[src/design/bmpd_pkg.sv]
// Shared types and constants of the BMP to ARGB stream decoder.
`timescale 1ns / 1ps

package bmpd_pkg;

  // Largest accepted width and absolute height.
  localparam int unsigned MAX_DIM = 4096;

  localparam logic [31:0] HDR_LEN      = 32'd54;
  localparam logic [31:0] POS_MAGIC_B  = 32'd0;
  localparam logic [31:0] POS_MAGIC_M  = 32'd1;
  localparam logic [31:0] POS_OFFSET   = 32'd10;
  localparam logic [31:0] POS_WIDTH    = 32'd18;
  localparam logic [31:0] POS_HEIGHT   = 32'd22;
  localparam logic [31:0] POS_BPP      = 32'd28;
  localparam logic [31:0] POS_JUDGE    = 32'd53;
  localparam logic [31:0] COUNT_MAX    = 32'hFFFF_FFFF;

  localparam logic [7:0]  MAGIC_B      = 8'h42;
  localparam logic [7:0]  MAGIC_M      = 8'h4D;
  localparam logic [15:0] BPP24        = 16'd24;
  localparam logic [15:0] BPP32        = 16'd32;
  localparam logic [7:0]  ALPHA_OPAQUE = 8'hFF;

  localparam logic [2:0] ST_OK        = 3'd0;
  localparam logic [2:0] ST_SHORT     = 3'd1;
  localparam logic [2:0] ST_MAGIC     = 3'd2;
  localparam logic [2:0] ST_SIZE      = 3'd3;
  localparam logic [2:0] ST_DEPTH     = 3'd4;
  localparam logic [2:0] ST_OFFSET    = 3'd5;
  localparam logic [2:0] ST_TRUNCATED = 3'd6;

  localparam logic KIND_PIXEL  = 1'b0;
  localparam logic KIND_STATUS = 1'b1;

  typedef struct packed {
    logic        kind;
    logic [11:0] x;
    logic [11:0] y;
    logic [31:0] argb;
    logic [2:0]  code;
    logic [12:0] w;
    logic [12:0] h;
    logic        alpha;
    logic        last;
  } bmpd_result_t;

  // Results produced by one accepted byte: a pixel, a status, or both.
  typedef struct packed {
    logic         pix_valid;
    logic         stat_valid;
    bmpd_result_t pix;
    bmpd_result_t stat;
  } bmpd_push_t;

endpackage

[src/design/bmpd_parser.sv]
// Header parser and pixel assembler: updates the decoder state once per accepted byte.
`timescale 1ns / 1ps

module bmpd_parser
  import bmpd_pkg::*;
(
  input  logic       clk,
  input  logic       rst,
  input  logic       in_fire,
  input  logic [7:0] data_byte,
  input  logic       last_byte,
  output bmpd_push_t push
);

  logic [31:0] byte_count, byte_count_next;
  logic        magic_ok, magic_ok_next;
  logic [31:0] pixel_offset, pixel_offset_next;
  logic [31:0] raw_width, raw_width_next;
  logic [31:0] raw_height, raw_height_next;
  logic [15:0] bits_per_pixel, bits_per_pixel_next;
  logic [13:0] row_byte_count, row_byte_count_next;
  logic [12:0] rows_done, rows_done_next;
  logic [23:0] pixel_bytes, pixel_bytes_next;
  logic [1:0]  byte_in_pixel, byte_in_pixel_next;
  logic [2:0]  header_error, header_error_next;
  logic [11:0] col, col_next;

  logic [31:0] abs_h32;
  logic [12:0] h13;
  logic [2:0]  judge;
  logic [2:0]  eff_err;
  logic        is32;
  logic [2:0]  bpb;
  logic [14:0] w15, dlen, stride, row_inc;
  logic        active, in_data, pix_done;
  logic [12:0] y13;
  logic [31:0] argb;
  logic        short_file, report_dims;
  logic [2:0]  code;
  logic [1:0]  lane;

  assign abs_h32 = raw_height[31] ? (~raw_height + 32'd1) : raw_height;
  assign h13     = abs_h32[12:0];
  assign is32    = (bits_per_pixel == BPP32);
  assign bpb     = is32 ? 3'd4 : 3'd3;
  assign w15     = {2'b00, raw_width[12:0]};
  assign dlen    = is32 ? (w15 << 2) : (w15 + (w15 << 1));
  assign stride  = (dlen + 15'd3) & ~15'd3;
  assign row_inc = {1'b0, row_byte_count} + 15'd1;
  assign y13     = h13 - 13'd1 - rows_done;

  always_comb begin
    if (!magic_ok) begin
      judge = ST_MAGIC;
    end else if (raw_width[31] || (raw_width == 32'd0) || (raw_width > MAX_DIM) ||
                 (abs_h32 == 32'd0) || (abs_h32 > MAX_DIM)) begin
      judge = ST_SIZE;
    end else if ((bits_per_pixel != BPP24) && (bits_per_pixel != BPP32)) begin
      judge = ST_DEPTH;
    end else if (pixel_offset < HDR_LEN) begin
      judge = ST_OFFSET;
    end else begin
      judge = ST_OK;
    end
  end

  assign active = (byte_count >= HDR_LEN) && (header_error == ST_OK) &&
                  (byte_count >= pixel_offset) && (rows_done < h13);
  assign in_data  = ({1'b0, row_byte_count} < dlen);
  assign pix_done = in_data && ({1'b0, byte_in_pixel} >= (bpb - 3'd1));
  assign argb     = is32 ? {data_byte, pixel_bytes} :
                           {ALPHA_OPAQUE, data_byte, pixel_bytes[15:0]};
  assign lane     = byte_count[1:0] - POS_OFFSET[1:0];

  always_comb begin
    byte_count_next     = (byte_count != COUNT_MAX) ? byte_count + 32'd1 : byte_count;
    magic_ok_next       = magic_ok;
    pixel_offset_next   = pixel_offset;
    raw_width_next      = raw_width;
    raw_height_next     = raw_height;
    bits_per_pixel_next = bits_per_pixel;
    row_byte_count_next = row_byte_count;
    rows_done_next      = rows_done;
    pixel_bytes_next    = pixel_bytes;
    byte_in_pixel_next  = byte_in_pixel;
    header_error_next   = header_error;
    col_next            = col;

    if (byte_count == POS_MAGIC_B) begin
      magic_ok_next = (data_byte == MAGIC_B);
    end else if (byte_count == POS_MAGIC_M) begin
      magic_ok_next = magic_ok && (data_byte == MAGIC_M);
    end else if ((byte_count >= POS_OFFSET) && (byte_count <= POS_OFFSET + 32'd3)) begin
      pixel_offset_next[{lane, 3'b000} +: 8] = data_byte;
    end else if ((byte_count >= POS_WIDTH) && (byte_count <= POS_WIDTH + 32'd3)) begin
      raw_width_next[{byte_count[1:0] - POS_WIDTH[1:0], 3'b000} +: 8] = data_byte;
    end else if ((byte_count >= POS_HEIGHT) && (byte_count <= POS_HEIGHT + 32'd3)) begin
      raw_height_next[{byte_count[1:0] - POS_HEIGHT[1:0], 3'b000} +: 8] = data_byte;
    end else if ((byte_count == POS_BPP) || (byte_count == POS_BPP + 32'd1)) begin
      bits_per_pixel_next[{byte_count[0], 3'b000} +: 8] = data_byte;
    end else if (byte_count == POS_JUDGE) begin
      header_error_next = judge;
    end else if (active) begin
      if (in_data) begin
        if (pix_done) begin
          byte_in_pixel_next = 2'd0;
          pixel_bytes_next   = 24'd0;
          col_next           = col + 12'd1;
        end else begin
          pixel_bytes_next[{byte_in_pixel, 3'b000} +: 8] = data_byte;
          byte_in_pixel_next = byte_in_pixel + 2'd1;
        end
      end
      row_byte_count_next = row_inc[13:0];
      if (row_inc == dlen) begin
        rows_done_next = rows_done + 13'd1;
      end
      if (row_inc >= stride) begin
        row_byte_count_next = 14'd0;
        col_next            = 12'd0;
      end
    end
  end

  // Status result on the last byte. The header is judged in this same cycle at byte 53.
  assign eff_err     = (byte_count == POS_JUDGE) ? judge : header_error;
  assign short_file  = (byte_count < POS_JUDGE);
  assign report_dims = !short_file && (eff_err == ST_OK);

  always_comb begin
    if (short_file) begin
      code = ST_SHORT;
    end else if (eff_err != ST_OK) begin
      code = eff_err;
    end else if (pixel_offset > byte_count) begin
      code = ST_OFFSET;
    end else if (rows_done_next < h13) begin
      code = ST_TRUNCATED;
    end else begin
      code = ST_OK;
    end
  end

  // Pixel result and status result of this byte.
  always_comb begin
    push.pix       = '0;
    push.pix.kind  = KIND_PIXEL;
    push.pix.x     = col;
    push.pix.y     = raw_height[31] ? rows_done[11:0] : y13[11:0];
    push.pix.argb  = argb;
    push.pix_valid = in_fire && (byte_count != POS_MAGIC_B) && (byte_count > POS_JUDGE) &&
                     active && pix_done;

    push.stat       = '0;
    push.stat.kind  = KIND_STATUS;
    push.stat.code  = code;
    push.stat.w     = report_dims ? raw_width[12:0] : 13'd0;
    push.stat.h     = report_dims ? h13 : 13'd0;
    push.stat.alpha = report_dims && is32;
    push.stat.last  = 1'b1;
    push.stat_valid = in_fire && last_byte;
  end

  always_ff @(posedge clk) begin
    if (rst || (in_fire && last_byte)) begin
      byte_count     <= '0;
      magic_ok       <= 1'b0;
      pixel_offset   <= '0;
      raw_width      <= '0;
      raw_height     <= '0;
      bits_per_pixel <= '0;
      row_byte_count <= '0;
      rows_done      <= '0;
      pixel_bytes    <= '0;
      byte_in_pixel  <= '0;
      header_error   <= ST_OK;
      col            <= '0;
    end else if (in_fire) begin
      byte_count     <= byte_count_next;
      magic_ok       <= magic_ok_next;
      pixel_offset   <= pixel_offset_next;
      raw_width      <= raw_width_next;
      raw_height     <= raw_height_next;
      bits_per_pixel <= bits_per_pixel_next;
      row_byte_count <= row_byte_count_next;
      rows_done      <= rows_done_next;
      pixel_bytes    <= pixel_bytes_next;
      byte_in_pixel  <= byte_in_pixel_next;
      header_error   <= header_error_next;
      col            <= col_next;
    end
  end

endmodule

[src/design/bmpd_out_fifo.sv]
// Four-entry result queue that takes up to two results per cycle and hands out one.
`timescale 1ns / 1ps

module bmpd_out_fifo
  import bmpd_pkg::*;
(
  input  logic         clk,
  input  logic         rst,
  input  bmpd_push_t   push,
  output logic         room,
  output logic         out_valid,
  input  logic         out_ready,
  output bmpd_result_t out_data
);

  bmpd_result_t mem [0:3];
  logic [1:0] wr_ptr, rd_ptr;
  logic [2:0] count, count_next;
  logic [1:0] n_push;
  logic       pop;
  bmpd_result_t first;

  assign n_push    = {1'b0, push.pix_valid} + {1'b0, push.stat_valid};
  assign first     = push.pix_valid ? push.pix : push.stat;
  assign out_valid = (count != 3'd0);
  assign out_data  = mem[rd_ptr];
  assign pop       = out_valid && out_ready;
  // A byte may produce two results, so keep room for two.
  assign room       = (count < 3'd3);
  assign count_next = count + {1'b0, n_push} - {2'b00, pop};

  always_ff @(posedge clk) begin
    if (n_push != 2'd0) begin
      mem[wr_ptr] <= first;
    end
    if (n_push == 2'd2) begin
      mem[wr_ptr + 2'd1] <= push.stat;
    end
  end

  always_ff @(posedge clk) begin
    if (rst) begin
      wr_ptr <= '0;
      rd_ptr <= '0;
      count  <= '0;
    end else begin
      wr_ptr <= wr_ptr + n_push;
      rd_ptr <= rd_ptr + {1'b0, pop};
      count  <= count_next;
    end
  end

endmodule

[src/design/bmp_to_argb_stream_decoder.sv]
// Top level of the BMP to ARGB stream decoder.
`timescale 1ns / 1ps

// Takes an uncompressed 24 or 32 bpp BMP file one byte per transfer, tlast on the final
// byte, and returns each pixel as an ARGB word with its column and row (rows of bottom-up
// images flipped), then one status transfer with tlast set that carries the error code,
// width, height and alpha flag. One byte is taken every cycle; the only stall comes from
// the four-entry result queue, which accepts a byte only while it has room for two
// results, so a held-off output side stops input once three or more results are pending.
// The state returns to reset after each file's last byte.
module bmp_to_argb_stream_decoder
  import bmpd_pkg::*;
(
  input  logic        clk,
  input  logic        rst,
  input  logic        s_axis_tvalid,
  output logic        s_axis_tready,
  input  logic [7:0]  s_axis_tdata,   // data_byte
  input  logic        s_axis_tlast,   // last_byte
  output logic        m_axis_tvalid,
  input  logic        m_axis_tready,
  // pixel_x[11:0], pixel_y[23:12], argb_word[55:24], status_code[58:56],
  // image_width[71:59], image_height[84:72], has_alpha[85], zero fill[87:86]
  output logic [87:0] m_axis_tdata,
  output logic        m_axis_tuser,   // result_kind
  output logic        m_axis_tlast    // is_last
);

  logic         in_fire;
  bmpd_push_t   push;
  bmpd_result_t head;

  assign in_fire = s_axis_tvalid && s_axis_tready;

  bmpd_parser u_parser (
    .clk       (clk),
    .rst       (rst),
    .in_fire   (in_fire),
    .data_byte (s_axis_tdata),
    .last_byte (s_axis_tlast),
    .push      (push)
  );

  bmpd_out_fifo u_out_fifo (
    .clk       (clk),
    .rst       (rst),
    .push      (push),
    .room      (s_axis_tready),
    .out_valid (m_axis_tvalid),
    .out_ready (m_axis_tready),
    .out_data  (head)
  );

  assign m_axis_tdata = {2'b00, head.alpha, head.h, head.w, head.code,
                         head.argb, head.y, head.x};
  assign m_axis_tuser = head.kind;
  assign m_axis_tlast = head.last;

endmodule
[config.mk]
export PLATFORM = sky130hd
export DESIGN_NAME = bmp_to_argb_stream_decoder
export DESIGN_NICKNAME = d
export VERILOG_FILES = /design/src/design/bmpd_pkg.sv /design/src/design/bmpd_parser.sv /design/src/design/bmpd_out_fifo.sv /design/src/design/bmp_to_argb_stream_decoder.sv
export SDC_FILE = /design/constraint.sdc
export NUM_CORES = 1
export LEC_CHECK = 0
export BUFFER_PORTS_ARGS = -buffer_cell sky130_fd_sc_hd__buf_2
export CAP_MARGIN = 10
export CORE_ASPECT_RATIO = 0.9
export CORE_MARGIN = 8
export CORE_UTILIZATION = 55
export DETAILED_ROUTE_END_ITERATION = 7
export GPL_ROUTABILITY_DRIVEN = 0
export PLACE_DENSITY = 0.72
export SYNTH_ARGS = -nofsm -noshare
export SYNTH_HDL_FRONTEND = slang
export SYNTH_SLANG_ARGS = --single-unit
[constraint.sdc]
create_clock -name clk -period 13.5 [get_ports clk]
set_input_delay 0.675 -clock clk [delete_from_list [all_inputs] [get_ports clk]]
set_output_delay 0.675 -clock clk [all_outputs]
set_load 0.1 [all_outputs]
==> impl_metrics.json <==
{
  "seqCellArea_mm2": 0.0126,
  "synthArstFlopShare_pct": 0,
  "multi_input_area_mm2": 0.0149,
  "drive_gt1_share_pct": 11.5,
  "n_fill_cell": 4333,
  "yosysUniqueCellTypes": 91,
  "grt_pass1_wl_um": 128000,
  "dpl.hpwl_um": 55200,
  "yosys.area.top_type_share_pct": 31.4,
  "finalSetupViolCount": 0,
  "powerDensity_mw_per_mm2": 131,
  "netlist.top_cell.by_area": "dfxtp_1",
  "synth_seq_cells": 568,
  "area_growth_pct": 9.97,
  "cpMaxStageDelayCell": "a21boi_2",
  "drv_cap": 0,
  "tritoncts": "done",
  "clock_latency_ps": 630,
  "hold_buffers": 0,
  "seq_area_frac_synth_pct": 44.0,
  "cts_sinks": 568,
  "drtAntennaViolNets": 0,
  "layout_commonest_cell": "dfxtp_1",
  "grt_start_max_net_pins": 98,
  "slew_headroom_pct": 10.3,
  "rsz0062_at_grt": "no",
  "firstDrtPassIters": 8,
  "htree_levels": 2,
  "die_area_mm2": 0.0596,
  "fin_skew_ps": 13.0,
  "post-route-min-period_ps": 7650,
  "hold_class": "input pin to flop",
  "yosysWarnings": 0,
  "clockBufferDepth": 3,
  "syn_area_mm2": 0.0286,
  "status": "finished, final reports clean",
  "nets": 3220,
  "io_pins": 105,
  "grt-ovfl-total": 0,
  "worst_pin_slew_ps": 1340,
  "final_max_slew_viol_count": 0,
  "vias_per_cell": 6.31,
  "fin_tns_setup_ps": 0,
  "grt_util_all_layers_pct": 26.2,
  "crit_path_max_fanout": 22,
  "cts-root-buf": "clkbuf_16",
  "vias": 24000,
  "die_w_um": 256,
  "core_area_mm2": 0.0515,
  "io_buffers": 102,
  "cpMostUsedCell": "a21o_1",
  "synth_edf_count": 120,
  "yosys-top-cells-area": "dfxtp_1 (31%), edfxtp_1 (13%), mux4_2 (6.9%)",
  "yosys_most_used_dff": "dfxtp_1",
  "required_ps": 13940,
  "layout_common_cells": "dfxtp_1 (445), nor2_1 (415), nand2_1 (298), a21oi_1 (222), o21ai_0 (152)",
  "finalHoldViolCount": 0,
  "die_h_um": 232,
  "drcViolationCount": 0,
  "diodes": 0,
  "drt_iter0_markers": 2372,
  "rrSetupSlack_ps": 5850,
  "totalWireLength_um": 80400,
  "num_rows": 79,
  "path_clk_slew_ps": 70,
  "cp-start-kind": "flop",
  "cts_buffers": 57,
  "start_util_pct": 55.5,
  "antenna_found_initial": 1,
  "cpPeakStageDelay_ps": 900,
  "period_share_pct": 56.7,
  "endpoint_kind": "flop",
  "worst_ir_drop_vdd_mv": 0.140,
  "max_freq_ghz": 0.131,
  "cts_setup_buffers": 0,
  "p_leak_nw": 11.6,
  "synth_cells": 3065,
  "syn_area_per_cell_um2": 9.33,
  "worst-setup-path-type": "flop to flop",
  "fin_util_pct": 61.1,
  "post_drt_wl_per_cell_um": 21.1,
  "grt_pass1_vias": 23200,
  "worstPathArrival_ps": 8090,
  "post_cts_resized": 0
}
Yosys cell counts, types with 9 or more instances:
cell type  number
nand2_1       299
buf_2          21
a31oi_1        13
nand4_1        70
and3_1         14
a21o_1         34
a22oi_1        29
or3_1          25
a21oi_1       223
dfxtp_1       448
and4_1         11
nor3_1         59
o21ai_0       152
nor4_1         35
and2_1         43
nand2b_1       36
a211oi_1       12
mux4_2         87
inv_1         126
buf_1          20
ha_1          135
a22o_1        132
mux2i_1        19
xnor2_1        70
or4_1          18
nor2b_1        13
clkbuf_1      141
nor2_1        419
o31ai_1        16
edfxtp_1      120
a32o_1          9
nand3_1        46
xor2_1         33
per-stage QoR:
step | hold slack, ps | setup WS [ps] | instances | total power, mW | area (um2)
4_1_cts | 336 | 5950 | 3799 | 4.15 | 31400
3_3_place_gp | 429 | 6070 | 3693 | 2.54 | 29500
3_5_place_dp | 434 | 6000 | 3693 | 2.55 | 29500
6_report | 366 | 5850 | 3804 | 4.13 | 31400
2_1_floorplan | 418 | 7040 | 3066 | 2.41 | 28600
5_1_grt | 379 | 5290 | 3804 | 4.25 | 31400
where the power goes:
| group | switching [mW] | total, mW | internal, mW |
|---|---|---|---|
| clock network | 0.692 | 1.62 | 0.929 |
| logic | 0.537 | 0.706 | 0.169 |
| registers | 0.0484 | 1.80 | 1.76 |
| total | 1.28 | 4.13 | 2.85 |
logic make-up after synthesis:
| group | after synthesis | share of synthesized area, % |
|---|---|---|
| and+or+nand+nor | 1125 | 18.4 |
| AOI/OAI and AO/OA | 708 | 16.4 |
| xor gates and xnor gates | 103 | 3.15 |
| adders and majority gates | 138 | 6.12 |
| muxes | 108 | 7.60 |
| buffers and inverters | 314 | 4.32 |
| other | 1 | 0.0131 |
| DFF | 568 | 44.0 |
critical path, delay by kind of cell, from the launching register on:
kind,cells,cell delay [ps]
AO/OA/AOI/OAI,13,3800
adder cells (fa/ha/maj),3,1130
AND/OR/NAND/NOR,5,1010
buffers and inverters,4,920
flip-flops,1,580
layer usage:
| metal | global-route usage [%] | share of wire, % | up-vias |
|---|---|---|---|
| li1 | - | - | 11100 |
| met1 | 35.6 | 43 | 11800 |
| met2 | 42.8 | 46 | 995 |
| met3 | 4.16 | 7.7 | 156 |
| met4 | 8.30 | 2.5 | 0 |
| met5 | 0 | 0 | - |
cell type report:
| class | instances | share of cell area (%) |
|---|---|---|
| timing repair buffer | 132 | 2.32 |
| inverter | 126 | 1.50 |
| multi-input combinational | 2184 | 47.3 |
| sequential | 568 | 40.0 |
| clock buffer | 81 | 5.21 |
| tap | 688 | 2.74 |
| clock inverter | 25 | 0.943 |
flip-flops by register name, summed over array words and instances (netlist names):
signal,flops
u_out_fifo.wr_ptr,2
u_parser.bits_per_pixel,16
u_out_fifo.mem,348
u_parser.magic_ok,1
u_out_fifo.rd_ptr,2
u_parser.row_byte_count,14
u_parser.byte_in_pixel,2
u_out_fifo.count,3
u_parser.pixel_offset,32
u_parser.raw_width,32
u_parser.raw_height,32
u_parser.rows_done,13
u_parser.byte_count,32
u_parser.header_error,3
u_parser.col,12
u_parser.pixel_bytes,24
final timing paths:
| check | start | endpoint | cells after the start |
|---|---|---|---|
| max | u_parser.raw_width[5]$_SDFFE_PP0P_ | u_out_fifo.mem[0][14]$_DFFE_PP_ | 25 |
| min | rst | u_out_fifo.count[1]$_SDFF_PP0_ | 2 |
| max reg2reg | u_parser.raw_width[5]$_SDFFE_PP0P_ | u_out_fifo.mem[0][14]$_DFFE_PP_ | 25 |
| min reg2reg | u_out_fifo.mem[1][60]$_SDFFE_PP0P_ | u_out_fifo.mem[1][60]$_SDFFE_PP0P_ | 2 |
Note: power is estimated with default switching activity, not from simulation.
